<file path="config.mk">
export PLATFORM = sky130hd
export DESIGN_NAME = dedup_prompt_queue
export DESIGN_NICKNAME = d
export VERILOG_FILES = /design/src/hdl/dpq_pkg.sv /design/src/hdl/dpq_ram.sv /design/src/hdl/dpq_datapath.sv /design/src/hdl/dpq_ctrl.sv /design/src/hdl/dedup_prompt_queue.sv
export SDC_FILE = /design/constraint.sdc
export NUM_CORES = 1
export LEC_CHECK = 0
export ABC_CLOCK_PERIOD_IN_PS = 5500
export BUFFER_PORTS_ARGS = -buffer_cell sky130_fd_sc_hd__buf_4
export CAP_MARGIN = 20
export CORE_MARGIN = 1
export CORE_UTILIZATION = 55
export DETAILED_ROUTE_END_ITERATION = 8
export PLACE_DENSITY = 0.73
export SYNTH_ARGS = -nofsm -noshare
export SYNTH_HDL_FRONTEND = slang
export SYNTH_HIERARCHICAL = 1
export SYNTH_SLANG_ARGS = --single-unit
</file>
<file path="constraint.sdc">
create_clock -name clock -period 5.5 [get_ports clock]
set_input_delay 0.55 -clock clock [delete_from_list [all_inputs] [get_ports clock]]
set_output_delay 0.55 -clock clock [all_outputs]
set_load 0.05 [all_outputs]
</file>
<file path="src/hdl/dpq_pkg.sv">
// Package for the deduplicating prompt queue.
// Holds the default sizes, the operation codes and the structs shared by all modules but the RAM.
// Depends on nothing.
package dpq_pkg;

   localparam int DPQ_QUEUE_DEPTH = 8;
   localparam int DPQ_ID_WIDTH    = 8;

   localparam logic [2:0] OP_INSERT = 3'd0;
   localparam logic [2:0] OP_REMOVE = 3'd1;
   localparam logic [2:0] OP_CLEAR  = 3'd2;
   localparam logic [2:0] OP_POP    = 3'd3;
   localparam logic [2:0] OP_DONE   = 3'd4;

   typedef struct packed {
      logic [2:0] operation;
      logic [7:0] prompt_id;
   } req_type;

   typedef struct packed {
      logic       status;
      logic [7:0] popped_id;
      logic       popped_valid;
      logic [3:0] queue_count;
   } rsp_type;

   // Commands from the controller to the datapath.
   typedef struct packed {
      logic load_req;
      logic clr_idx;
      logic inc_idx;
      logic rd_en;
      logic rd_next;
      logic rd_head;
      logic wr_tail;
      logic wr_shift;
      logic wr_zero;
      logic do_clear;
      logic do_pop;
      logic do_done;
      logic load_rsp;
      logic status;
   } cmd_type;

   // Status from the datapath to the controller.
   typedef struct packed {
      logic [2:0] operation;
      logic       id_zero;
      logic       id_playing;
      logic       occ_zero;
      logic       full;
      logic       match;
      logic       idx_last;
   } sts_type;

endpackage

</file>
<file path="src/hdl/dpq_ram.sv">
// Generic single write port, single read port RAM with registered read data.
// Depends on nothing.
module dpq_ram #(
   parameter int WIDTH = 8,
   parameter int DEPTH = 8
) (
   input  logic                     clock,
   input  logic                     wr_en,
   input  logic [$clog2(DEPTH)-1:0] wr_addr,
   input  logic [WIDTH-1:0]         wr_data,
   input  logic                     rd_en,
   input  logic [$clog2(DEPTH)-1:0] rd_addr,
   output logic [WIDTH-1:0]         rd_data
);

   logic [WIDTH-1:0] mem_ff [DEPTH];
   logic [WIDTH-1:0] rd_data_ff;

   always_ff @(posedge clock) begin
      if (wr_en) begin
         mem_ff[wr_addr] <= wr_data;
      end
      if (rd_en) begin
         rd_data_ff <= mem_ff[rd_addr];
      end
   end

   assign rd_data = rd_data_ff;

endmodule

</file>
<file path="src/hdl/dpq_datapath.sv">
// Datapath of the prompt queue: slot RAM, head, occupancy, playing ID,
// scan index and the result register. Depends on dpq_pkg and dpq_ram.
module dpq_datapath
   import dpq_pkg::*;
#(
   parameter int QUEUE_DEPTH = DPQ_QUEUE_DEPTH,
   parameter int ID_WIDTH    = DPQ_ID_WIDTH
) (
   input  logic    clock,
   input  logic    reset,
   input  req_type req_payload,
   input  cmd_type cmd,
   output sts_type sts,
   output rsp_type rsp_payload
);

   localparam int AW = $clog2(QUEUE_DEPTH);
   localparam int CW = $clog2(QUEUE_DEPTH + 1);

   logic [AW-1:0]       head_ff, head_in;
   logic [CW-1:0]       occ_ff, occ_in;
   logic [CW-1:0]       idx_ff, idx_in;
   logic [ID_WIDTH-1:0] playing_ff, playing_in;
   logic [ID_WIDTH-1:0] id_ff, id_in;
   logic [2:0]          op_ff, op_in;
   logic [ID_WIDTH-1:0] popped_ff, popped_in;
   rsp_type             rsp_ff, rsp_in;

   logic [ID_WIDTH+7:0] id_ext;
   logic [ID_WIDTH+7:0] popped_ext;
   logic [CW+3:0]       occ_ext;
   logic [CW-1:0]       idx_next;
   logic [CW-1:0]       rd_off;
   logic [AW-1:0]       rd_addr;
   logic [AW-1:0]       wr_addr;
   logic                wr_en;
   logic [ID_WIDTH-1:0] wr_data;
   logic [ID_WIDTH-1:0] rd_data;

   // Physical slot of a logical offset from the head, wrapping at the depth.
   function automatic logic [AW-1:0] slot_of(input logic [AW-1:0] head,
                                             input logic [CW-1:0] offset);
      logic [CW:0] sum;
      sum = (CW+1)'(head) + (CW+1)'(offset);
      if (sum >= (CW+1)'(QUEUE_DEPTH)) begin
         sum = sum - (CW+1)'(QUEUE_DEPTH);
      end
      return sum[AW-1:0];
   endfunction

   assign id_ext   = {{ID_WIDTH{1'b0}}, req_payload.prompt_id};
   assign idx_next = idx_ff + CW'(1);

   always_comb begin
      if (cmd.rd_next) begin
         rd_off = idx_next;
      end else if (cmd.rd_head) begin
         rd_off = '0;
      end else begin
         rd_off = idx_ff;
      end
   end

   assign rd_addr = slot_of(head_ff, rd_off);
   assign wr_addr = cmd.wr_tail ? slot_of(head_ff, occ_ff) : slot_of(head_ff, idx_ff);
   assign wr_en   = cmd.wr_tail | cmd.wr_shift | cmd.wr_zero;

   always_comb begin
      if (cmd.wr_tail) begin
         wr_data = id_ff;
      end else if (cmd.wr_shift) begin
         wr_data = rd_data;
      end else begin
         wr_data = '0;
      end
   end

   dpq_ram #(
      .WIDTH(ID_WIDTH),
      .DEPTH(QUEUE_DEPTH)
   ) u_slots (
      .clock  (clock),
      .wr_en  (wr_en),
      .wr_addr(wr_addr),
      .wr_data(wr_data),
      .rd_en  (cmd.rd_en),
      .rd_addr(rd_addr),
      .rd_data(rd_data)
   );

   always_comb begin
      head_in    = head_ff;
      occ_in     = occ_ff;
      idx_in     = idx_ff;
      playing_in = playing_ff;
      id_in      = id_ff;
      op_in      = op_ff;
      popped_in  = popped_ff;
      if (cmd.load_req) begin
         id_in     = id_ext[ID_WIDTH-1:0];
         op_in     = req_payload.operation;
         popped_in = '0;
      end
      if (cmd.clr_idx) begin
         idx_in = '0;
      end else if (cmd.inc_idx) begin
         idx_in = idx_next;
      end
      if (cmd.do_clear) begin
         head_in = '0;
         occ_in  = '0;
      end else if (cmd.wr_tail) begin
         occ_in = occ_ff + CW'(1);
      end else if (cmd.do_pop) begin
         head_in   = slot_of(head_ff, CW'(1));
         occ_in    = occ_ff - CW'(1);
         popped_in = rd_data;
         if (rd_data != '0) begin
            playing_in = rd_data;
         end
      end
      if (cmd.do_done) begin
         playing_in = '0;
      end
   end

   // The slots need no reset: only offsets below the occupancy are ever read,
   // and each of those has been written since the last clear.
   always_ff @(posedge clock) begin
      if (reset) begin
         head_ff    <= '0;
         occ_ff     <= '0;
         playing_ff <= '0;
      end else begin
         head_ff    <= head_in;
         occ_ff     <= occ_in;
         playing_ff <= playing_in;
      end
   end

   always_ff @(posedge clock) begin
      idx_ff    <= idx_in;
      id_ff     <= id_in;
      op_ff     <= op_in;
      popped_ff <= popped_in;
      rsp_ff    <= rsp_in;
   end

   assign popped_ext = {8'b0, popped_ff};
   assign occ_ext    = {4'b0, occ_ff};

   always_comb begin
      rsp_in = rsp_ff;
      if (cmd.load_rsp) begin
         rsp_in.status       = cmd.status;
         rsp_in.popped_id    = popped_ext[7:0];
         rsp_in.popped_valid = (popped_ff != '0);
         rsp_in.queue_count  = occ_ext[3:0];
      end
   end

   assign rsp_payload = rsp_ff;

   assign sts.operation  = op_ff;
   assign sts.id_zero    = (id_ff == '0);
   assign sts.id_playing = (id_ff == playing_ff);
   assign sts.occ_zero   = (occ_ff == '0);
   assign sts.full       = (occ_ff == CW'(QUEUE_DEPTH));
   assign sts.match      = (rd_data == id_ff);
   assign sts.idx_last   = (idx_next == occ_ff);

endmodule

</file>
<file path="src/hdl/dpq_ctrl.sv">
// Controller of the prompt queue: sequences decode, slot scan, shift and pop,
// and owns the handshake flags. Depends on dpq_pkg.
module dpq_ctrl
   import dpq_pkg::*;
(
   input  logic    clock,
   input  logic    reset,
   input  logic    req_valid,
   output logic    req_stall,
   output logic    rsp_valid,
   input  logic    rsp_stall,
   input  sts_type sts,
   output cmd_type cmd
);

   typedef enum logic [8:0] {
      ST_IDLE     = 9'b000000001,
      ST_DECODE   = 9'b000000010,
      ST_SCAN_RD  = 9'b000000100,
      ST_SCAN_CMP = 9'b000001000,
      ST_SHIFT_RD = 9'b000010000,
      ST_SHIFT_WR = 9'b000100000,
      ST_POP_RD   = 9'b001000000,
      ST_POP_TAKE = 9'b010000000,
      ST_RESPOND  = 9'b100000000
   } state_type;

   state_type state_ff, state_in;
   logic      status_ff, status_in;
   logic      rsp_valid_ff, rsp_valid_in;
   logic      rsp_free;

   assign rsp_free  = !rsp_valid_ff || !rsp_stall;
   assign req_stall = (state_ff != ST_IDLE);
   assign rsp_valid = rsp_valid_ff;

   always_comb begin
      state_in  = state_ff;
      status_in = status_ff;
      cmd       = '0;
      cmd.status = status_ff;
      unique case (state_ff)
         ST_IDLE: begin
            if (req_valid) begin
               cmd.load_req = 1'b1;
               state_in     = ST_DECODE;
            end
         end
         ST_DECODE: begin
            status_in = 1'b0;
            state_in  = ST_RESPOND;
            cmd.clr_idx = 1'b1;
            unique case (sts.operation)
               OP_INSERT: begin
                  if (sts.id_zero) begin
                     status_in = 1'b1;
                  end else if (sts.id_playing) begin
                     status_in = 1'b0;
                  end else if (sts.occ_zero) begin
                     cmd.wr_tail = 1'b1;
                  end else begin
                     state_in = ST_SCAN_RD;
                  end
               end
               OP_REMOVE: begin
                  if (sts.id_zero) begin
                     status_in = 1'b1;
                  end else if (!sts.occ_zero) begin
                     state_in = ST_SCAN_RD;
                  end
               end
               OP_CLEAR: begin
                  cmd.do_clear = 1'b1;
               end
               OP_POP: begin
                  if (!sts.occ_zero) begin
                     state_in = ST_POP_RD;
                  end
               end
               OP_DONE: begin
                  cmd.do_done = 1'b1;
               end
               default: begin
                  status_in = 1'b1;
               end
            endcase
         end
         ST_SCAN_RD: begin
            cmd.rd_en = 1'b1;
            state_in  = ST_SCAN_CMP;
         end
         ST_SCAN_CMP: begin
            if (sts.match) begin
               state_in = (sts.operation == OP_REMOVE) ? ST_SHIFT_RD : ST_RESPOND;
            end else if (!sts.idx_last) begin
               cmd.inc_idx = 1'b1;
               state_in    = ST_SCAN_RD;
            end else begin
               // The ID is not queued: an insert goes to the tail if there is room.
               state_in = ST_RESPOND;
               if (sts.operation == OP_INSERT) begin
                  if (sts.full) begin
                     status_in = 1'b1;
                  end else begin
                     cmd.wr_tail = 1'b1;
                  end
               end
            end
         end
         ST_SHIFT_RD: begin
            if (sts.idx_last) begin
               cmd.wr_zero = 1'b1;
               state_in    = ST_RESPOND;
            end else begin
               cmd.rd_en   = 1'b1;
               cmd.rd_next = 1'b1;
               state_in    = ST_SHIFT_WR;
            end
         end
         ST_SHIFT_WR: begin
            cmd.wr_shift = 1'b1;
            cmd.inc_idx  = 1'b1;
            state_in     = ST_SHIFT_RD;
         end
         ST_POP_RD: begin
            cmd.rd_en   = 1'b1;
            cmd.rd_head = 1'b1;
            state_in    = ST_POP_TAKE;
         end
         ST_POP_TAKE: begin
            cmd.do_pop = 1'b1;
            state_in   = ST_RESPOND;
         end
         ST_RESPOND: begin
            if (rsp_free) begin
               cmd.load_rsp = 1'b1;
               state_in     = ST_IDLE;
            end
         end
         default: begin
            state_in = ST_IDLE;
         end
      endcase
   end

   assign rsp_valid_in = cmd.load_rsp || (rsp_valid_ff && rsp_stall);

   always_ff @(posedge clock) begin
      if (reset) begin
         state_ff     <= ST_IDLE;
         status_ff    <= 1'b0;
         rsp_valid_ff <= 1'b0;
      end else begin
         state_ff     <= state_in;
         status_ff    <= status_in;
         rsp_valid_ff <= rsp_valid_in;
      end
   end

endmodule

</file>
<file path="src/hdl/dedup_prompt_queue.sv">
// Deduplicating prompt queue: one transaction at a time through a slot RAM with one write
// and one read port. Each request is decoded; a scan then reads and compares the queued
// entries in turn, a remove hit shifts the later entries down and zeroes the last slot,
// and a pop reads and takes the head. A new request is accepted only after the last one is
// done; a stalled result at the output register holds back the next one for longer.
// Synchronous active-high reset empties the queue and clears the playing ID.
module dedup_prompt_queue
   import dpq_pkg::*;
#(
   parameter int QUEUE_DEPTH = DPQ_QUEUE_DEPTH,
   parameter int ID_WIDTH    = DPQ_ID_WIDTH
) (
   input  logic    clock,
   input  logic    reset,
   input  logic    req_valid,
   output logic    req_stall,
   input  req_type req_payload,
   output logic    rsp_valid,
   input  logic    rsp_stall,
   output rsp_type rsp_payload
);

   cmd_type cmd;
   sts_type sts;

   dpq_ctrl u_ctrl (
      .clock    (clock),
      .reset    (reset),
      .req_valid(req_valid),
      .req_stall(req_stall),
      .rsp_valid(rsp_valid),
      .rsp_stall(rsp_stall),
      .sts      (sts),
      .cmd      (cmd)
   );

   dpq_datapath #(
      .QUEUE_DEPTH(QUEUE_DEPTH),
      .ID_WIDTH   (ID_WIDTH)
   ) u_datapath (
      .clock      (clock),
      .reset      (reset),
      .req_payload(req_payload),
      .cmd        (cmd),
      .sts        (sts),
      .rsp_payload(rsp_payload)
   );

endmodule

</file>
# Yosys cells after proc, flatten, opt, wreduce, memory -nomap -nowiden
# Memory sizes are Yosys's and may differ from the RTL's. A register that Yosys moved wholly into a read port is not among the register bits.
# Cells that the tools add are included.
[word_totals]
regBits = 63
ramBits = 64
inputBits = 15
out_inout_bits = 16
wordCells = 145
mem_count = 1
[op_classes]
add_sub_neg = 11
magnitude_cmp = 4
n_eq_ne = 24
mux = 66
n_bitwise = 4
reduce_logical = 21
[mem_list]
columns = ["name", "words", "word_bits", "rd", "rd_clocked_by_memory_dff", "wr", "line_no", "text"]
rows = [
  ["u_datapath.u_slots.mem_ff", 8, 8, 1, 1, 1, "dpq_ram.sv:16", "logic [WIDTH-1:0] mem_ff [DEPTH];"],
]
[op_table]
columns = ["operator", "count"]
rows = [
  ["$mux W9", 11],
  ["$pmux W9 S9", 1],
  ["$mux W8", 6],
  ["$mux W1", 32],
  ["$pmux W9 S3", 1],
  ["$eq A8 B8 Y1", 2],
  ["$mux W4", 4],
  ["$reduce_bool A8 Y1", 2],
  ["$add A3 B4 Y5", 3],
  ["$ge A5 B4 Y1 const B", 3],
  ["$mux W3", 5],
  ["$sub A3 B1 Y3 const B", 4],
  ["$pmux W1 S2", 5],
  ["$eq A9 B1 Y1 const B", 1],
  ["$eq A9 B2 Y1 const B", 1],
  ["$eq A9 B3 Y1 const B", 1],
  ["$eq A9 B4 Y1 const B", 1],
  ["$eq A9 B5 Y1 const B", 1],
  ["$eq A9 B6 Y1 const B", 1],
  ["$eq A9 B7 Y1 const B", 1],
  ["$eq A9 B8 Y1 const B", 1],
  ["$eq A9 B9 Y1 const B", 1],
  ["$ne A9 B1 Y1 const B", 1],
  ["$add A4 B1 Y4 const B", 2],
  ["other kinds (25)", 39],
]

# Logic depth before layout (Yosys ltp)
# Gate-level depths: netlist of run 1.
[depth]
ltp_word = 10
ltp_mapped = 16
mapped_depth_nobuf = 14

# Hierarchy
# The synthesis of run 1 kept the hierarchy.
[by_module_without_submodules]
columns = ["mod", "instances", "cells_each", "area_each_um2", "seq_area_each_um2"]
rows = [
  ["dpq_ram", 1, 114, 2771.4, 2162.1],
  ["dpq_datapath", 1, 250, 2570.0, 1291.2],
  ["dpq_ctrl", 1, 103, 795.8, 220.2],
]

# Least setup slack after synthesis of run 1
# Ideal clock, no wire load.
[synth_timing]
path_type = "flip-flop to flip-flop"
from = "register u_datapath.idx_ff[1]"
to = "register u_datapath.u_slots.rd_data_ff[0] (netlist: u_datapath/u_slots/rd_data[0]) (read register of u_datapath.u_slots.mem_ff), data pin"
setup_ns = 0.260
t_arrival_ns = 3.766
path_slack_ns = 1.474
path_stages_with_launch = 17
period_less_slack_ns = 4.026
path_cell_list = "dfxtp_1 -> ha_1 -> xnor2_1 -> xnor2_1 -> nor4_1 -> or4b_4 -> inv_1 -> nor2_1 -> mux2_2 -> ha_1 -> fa_1 -> xor2_1 -> xnor2_1 -> clkbuf_1 -> buf_2 -> mux4_2 -> mux2_2"
[synth_lines]
columns = ["element", "line_no", "text"]
rows = [
  ["start, declared", "dpq_datapath.sv:22", "logic [CW-1:0] idx_ff, idx_in;"],
  ["start signal, assigned", "dpq_datapath.sv:142", "idx_ff <= idx_in;"],
  ["end, declared", "dpq_ram.sv:17", "logic [WIDTH-1:0] rd_data_ff;"],
]

==> qor.yml, run 1 <==
die-area_um2: 11590
r2r_start: "u_datapath/idx_ff[0]$_SDFFE_PP0P_"
grt_usage_pct: 23.49
cts_resized: 0
period_share_pct: 78.39
ff2ff_path_depth: 13
vias: 3832
cp_slowest_cell: "nor2_1"
critical_path.startpoint_type: "flop"
p_per_area_nw_per_um2: 319.5
viasPerCell: 5.824
arrival_ps: 4470
crit_fanout: 8
hold_viol_final: 0
synthCells: 467
leakage_nw: 2.330
r2r-end: "u_datapath/u_slots/mem_ff[7][6]$_DFFE_PP_"
grt_pass1_wl_um: 19530
yosysTopAreaCell: "edfxtp_1"
postCtsHoldBufs: 0
final_nets: 529
slew_violations: 0
rsz0062_at_grt: "no"
fin_setup_tns_ps: 0
cts_max_level: 4
dpl.hpwl_um: 8845
critical-path-max-stage-delay_ps: 640
drtAntennaViolNets: 0
clock_path_buffers: 2
drc: 0
setup_violations: 0
core_area_um2: 10840
status: "completed"
synth.avg_cell_area_um2: 13.14
cts_tree: "done"
cap_violations: 0
holdPathEnd: "u_datapath/id_ff[2]$_DFFE_PP_"
final_cell_mix: "edfxtp_1 (97), nand2_1 (43), buf_4 (38), dfxtp_1 (38), nor2_1 (33)"
holdWs_ps: 192.0
ys_types: 58
async_flop_share_pct: 0
ys_seq_elements: 135
gp_congestion: 0.8684
num_io_pins: 31
reg2reg_slack_ps: 1190
drt_iter0_drc: 334
start_util_pct: 56.61
skew_ps: 10.41
syn-num-nets: 491
min_from: "req_payload[2]"
min_period_ps: 4312
synth_top_area_share_pct: 47.46
worst-setup-path-type: "flop to flop"
worstSetupStartpoint: "u_datapath/idx_ff[0]$_SDFFE_PP0P_"
final_common_cell: "edfxtp_1"
root_buffer: "clkbuf_8"
fmax_ghz: 0.2319
cts.clk_slew.worst_paths_ps: 70
tightestPinTransition_ps: 1075
yosysWarnings: 6
clock_latency_ps: 530
end_kind: "flop"
peakVddDrop_v: 0.0003525
cts_setup_buffers: 0
routed_wl_um: 12520
syn_to_final_growth_pct: 14.76
dr.pass1.iters: 4
drive_gt1_share_pct: 17.95
first_global_vias: 3684
rows: 38
crit_chain: "ha_1 > xor2_1 > nor4_1 > nand4b_1 > nand2_1 > mux2_2 > ha_1 > inv_1 > fa_1 > xnor2_1 > xnor2_1 > nand2_1 > nor2_1"
seq_area_frac_synth_pct: 59.86
antenna_found_initial: 0
critPathRequiredTime_ps: 5660
hold_path.class: "input pin to flop"
timing.slew.headroom_pct: 27.59
io_buffers: 30
grt_max_degree: 26
synthTopCellsByArea: "edfxtp_1 (47%), dfxtp_1 (12%), mux4_1 (6.4%)"
num_antenna_cells: 0
cts_sinks: 135
synth_edf_count: 97
die_height_um: 107.6
overflow: 0
die_w_um: 107.6
synth_ff_type: "edfxtp_1"
numCtsBuffers: 17
wl_per_cell_um: 19.03
syn-cell-area_um2: 6137
hold_depth: 1
per-layer routing:
layer,global-route usage (%),wire [um]
met3,4.661,652
met1,30.04,5427
met4,12.43,261
met2,37.87,6179
met5,0,0
layout make-up:
| cell class | count | area (um2) |
|---|---|---|
| clock buffers | 18 | 417.9 |
| multi-input cells | 284 | 2225 |
| flip-flops and latches | 135 | 3674 |
| fillers | 804 | 3797 |
| repair buffers | 40 | 300.3 |
| inverters | 27 | 101.3 |
| clock inverters | 14 | 150.1 |
| well taps | 140 | 175.2 |
power by group:
group	switching (mW)	total [mW]	internal (mW)
clock network	0.432	1.08	0.647
registers	0.0144	1.11	1.09
logic	0.0359	0.0662	0.0302
total	0.482	2.25	1.77
registers in the layout (all words and copies together) (netlist names):
signal                      cells
u_ctrl/rsp_valid                1
u_ctrl/state_ff                 9
u_ctrl/status_ff                1
u_datapath/head_ff              3
u_datapath/id_ff                8
u_datapath/idx_ff               4
u_datapath/occ_ff               4
u_datapath/op_ff                3
u_datapath/playing_ff           8
u_datapath/popped_ff            8
u_datapath/rsp_payload         14
u_datapath/u_slots/mem_ff      64
u_datapath/u_slots/rd_data      8
critical path, delay by kind of cell, from the launching register on:
family | cells | cell delay (ps)
xor+xnor | 3 | 590
mux | 1 | 210
flops | 1 | 470
fa+ha+maj | 3 | 820
buf+inv | 1 | 40
simple gates | 5 | 1820
cell families (layout without fill, tap and decap cells):
family / Yosys count / in the layout / synth area share [%]
simple gates: 157 / 157 / 14.11
flops: 135 / 135 / 59.86
compound gates: 53 / 53 / 5.667
buf+inv: 48 / 99 / 3.894
xor+xnor: 35 / 35 / 4.995
mux: 30 / 30 / 9.276
fa+ha+maj: 9 / 9 / 2.202
stage by stage:
step | utilization (%) | worst slack [ps] | std cells | instance area (um2) | power [mW]
global placement | 59.52 | 1286 | 623 | 6452 | 1.189
global route | 64.97 | 955.3 | 658 | 7043 | 2.313
CTS | 64.83 | 1151 | 656 | 7028 | 2.263
floorplan | - | 1474 | 467 | 6137 | 1.170
detailed placement | 59.59 | 1186 | 624 | 6460 | 1.192
finish | 64.97 | 1188 | 658 | 7043 | 2.251
worst max path at each step:
stage,to,cells after the start,slack (ps)
6_report,u_datapath/u_slots/mem_ff[7][6]$_DFFE_PP_,13,1190
3_5_place_dp,u_datapath/u_slots/mem_ff[7][6]$_DFFE_PP_,13,1190
4_1_cts,u_datapath/u_slots/mem_ff[7][4]$_DFFE_PP_,13,1150
5_1_grt,u_datapath/u_slots/mem_ff[7][5]$_DFFE_PP_,13,960
3_3_place_gp,u_datapath/u_slots/mem_ff[5][3]$_DFFE_PP_,13,1290
2_1_floorplan,u_datapath/u_slots/rd_data[0]$_DFFE_PP_,16,1470
synth_stat cells, drive strengths merged, types with 2 or more instances:
cell type / count
a211oi: 2
o21ai: 22
nand3: 7
a311oi: 2
nand4b: 3
or2: 2
mux4: 16
inv: 27
nor2b: 3
nand2: 43
edfxtp: 97
xnor2: 25
a21oi: 11
mux2: 10
nand3b: 2
a31oi: 2
nor4: 8
ha: 6
xor2: 10
or3: 2
and4: 2
nor3: 8
clkbuf: 8
nor2: 33
dfxtp: 38
nor4b: 4
o211ai: 2
mux2i: 4
nand4: 9
and3b: 2
nand2b: 15
o32ai: 7
and4b: 2
buf: 13
and3: 6
or4: 2
fa: 3
(Power assumes the default switching activity.)
==> run 2, diff against run 1 <==
--- a/config.mk
+++ b/config.mk
@@ -5,13 +5,13 @@
 export SDC_FILE = /design/constraint.sdc
 export NUM_CORES = 1
 export LEC_CHECK = 0
-export ABC_CLOCK_PERIOD_IN_PS = 5500
+export ABC_CLOCK_PERIOD_IN_PS = 3950
 export BUFFER_PORTS_ARGS = -buffer_cell sky130_fd_sc_hd__buf_4
 export CAP_MARGIN = 20
 export CORE_MARGIN = 1
 export CORE_UTILIZATION = 55
 export DETAILED_ROUTE_END_ITERATION = 8
-export PLACE_DENSITY = 0.73
+export PLACE_DENSITY = 0.76
 export SYNTH_ARGS = -nofsm -noshare
 export SYNTH_HDL_FRONTEND = slang
 export SYNTH_HIERARCHICAL = 1
==> constraint.sdc (replaced) <==
create_clock -name clock -period 3.95 [get_ports clock]
set_input_delay 0.395 -clock clock [delete_from_list [all_inputs] [get_ports clock]]
set_output_delay 0.395 -clock clock [all_outputs]
set_load 0.05 [all_outputs]
==> qor.yml, run 2 (synthesis gave the netlist of run 1 again) <==
antenna_found_initial: 0  # unchanged
num_io_pins: 31  # unchanged
critical_path.startpoint_type: "flop"
drive_gt1_share_pct: 21.35  # +3.4 points
cts_sinks: 135  # unchanged
crit_chain: "ha_4 > xnor2_2 > xnor2_1 > nor4_1 > or4b_4 > inv_4 > nor2_1 > mux2_2 > ha_1 > fa_2 > xor2_1 > xnor2_1 > buf_4 > mux4_2 > mux2_2"
grt_max_degree: 30  # +15%
numCtsBuffers: 17  # unchanged
vias: 3873  # +1.1%
r2r_start: "u_datapath/idx_ff[0]$_SDFFE_PP0P_"
holdWs_ps: 42.89  # -149.1 ps
rsz0062_at_grt: "no"
stdcell_count: 674  # +2.4%
post-route-util_pct: 66.26  # +1.3 points
hold_viol_final: 0  # unchanged
dr.pass1.iters: 4  # unchanged
worstSetupStartpoint: "u_datapath/idx_ff[0]$_SDFFE_PP0P_"
gp_congestion: 0.8360  # -3.7%
final_common_cell: "edfxtp_1"
end_kind: "flop"
min_from: "req_payload[3]"
min_period_ps: 3786  # -525.6 ps
skew_ps: 6.504  # -3.907 ps
first_global_vias: 3774  # +2.4%
tightestPinTransition_ps: 1006  # -68.70 ps
overflow: 0  # unchanged
drc: 0  # unchanged
largest_register_ffs: 64  # unchanged
cap_violations: 0  # unchanged
leakage_nw: 2.405  # +3.3%
critical-path-max-stage-delay_ps: 520  # -120 ps
hold_path.class: "input pin to flop"
dpl.cell_count: 642  # +2.9%
p_per_area_nw_per_um2: 431.3  # +35%
core_area_um2: 10840  # unchanged
postCtsHoldBufs: 0  # unchanged
rows: 38  # unchanged
clock_latency_ps: 530  # about the same
cts_max_level: 4  # unchanged
critPathRequiredTime_ps: 4230  # -1430 ps
die-area_um2: 11590  # unchanged
final_nets: 545  # +3.0%
slew_violations: 0  # unchanged
cp_slowest_cell: "or4b_4"
die_height_um: 107.6  # unchanged
period_share_pct: 95.85  # +17 points
r2r-end: "u_datapath/u_slots/rd_data[1]$_DFFE_PP_"
timing.slew.headroom_pct: 32.21  # +4.6 points
grt_pass1_wl_um: 18840  # -3.5%
hold_depth: 1  # unchanged
num_antenna_cells: 0  # unchanged
drtAntennaViolNets: 0  # unchanged
drt_iter0_drc: 240  # -28%
reg2reg_slack_ps: 160  # -1020 ps
root_buffer: "clkbuf_8"
fmax_ghz: 0.2641  # +14%
peakVddDrop_v: 0.0004198  # +19%
setup_violations: 0  # unchanged
holdPathEnd: "u_datapath/id_ff[3]$_DFFE_PP_"
cts.clk_slew.worst_paths_ps: 60  # about the same
ff2ff_path_depth: 15  # +2
final_cell_mix: "edfxtp_1 (97), buf_4 (55), nand2_1 (43), dfxtp_1 (36), nor2_1 (33)"
routed_wl_um: 11870  # -5.2%
cts_tree: "done"
top_register: "u_datapath/u_slots/mem_ff"
status: "completed"
arrival_ps: 4070  # -400 ps
wl_per_cell_um: 17.60  # -7.5%
syn_to_final_growth_pct: 17.04
dpl.hpwl_um: 8016  # -9.4%
io_buffers: 30  # unchanged
grt_usage_pct: 22.47  # -1.0 points
die_w_um: 107.6  # unchanged
start_util_pct: 56.61  # unchanged
crit_fanout: 8  # unchanged
clock_path_buffers: 2  # unchanged
worst-setup-path-type: "flop to flop"
viasPerCell: 5.746  # -1.3%
run 2: stage by stage:
stage | cell area (um2) | setup TNS (ps) | total power, mW | setup slack (ps)
finish | 7183 | 0 | 3.098 | 163.9
global route | 7183 | 0 | 3.196 | 3.860
CTS | 7161 | 0 | 3.120 | 27.04
detailed placement | 6605 | -299.3 | 1.662 | -47.43
global placement | 6605 | 0 | 1.659 | 76.75
floorplan | 6148 | 0 | 1.629 | 3.199
run 2: metal layers:
layer	GRT usage, %	wire, um
met4	9.295	232
met2	36.45	5888
met1	28.25	5198
met3	6.477	545
met5	0	0
run 2: where the power goes:
group | internal [mW] | total [mW] | switching (mW)
registers | 1.52 | 1.54 | 0.0187
logic | 0.0451 | 0.0959 | 0.0509
clock network | 0.888 | 1.46 | 0.576
run 2: repair_timing:
action                                  CTS  global route
resized for setup                         3             7
endpoints found under the setup margin    8             8
pin swaps                                 2             3
setup buffers                             0             0
run 2: critical path: cells and delay by family (launching register included):
family                   cells  cell delay, ps
XOR/XNOR                     4             690
flip-flops                   1             340
multiplexers                 3             830
AND/OR/NAND/NOR              3             640
adder cells (fa/ha/maj)      3             730
buffers and inverters        2             310
run 2: worst max-delay path by stage:
stage	slack [ps]	cells after the start	endpoint
3_3_place_gp	80	15	u_datapath/u_slots/rd_data[0]$_DFFE_PP_
4_1_cts	30	15	u_datapath/u_slots/rd_data[0]$_DFFE_PP_
5_1_grt	4	15	u_datapath/u_slots/rd_data[1]$_DFFE_PP_
3_5_place_dp	-50	15	u_datapath/u_slots/rd_data[0]$_DFFE_PP_
6_report	160	15	u_datapath/u_slots/rd_data[1]$_DFFE_PP_
2_1_floorplan	3	16	u_datapath/u_slots/rd_data[0]$_DFFE_PP_
run 2: layout make-up:
type	instances	area [um2]
clock buffers	18	417.9
clock inverters	14	132.6
fillers	779	3657
inverters	27	103.9
multi-input cells	284	2253
flip-flops and latches	135	3676
well taps	140	175.2
repair buffers	56	424.2
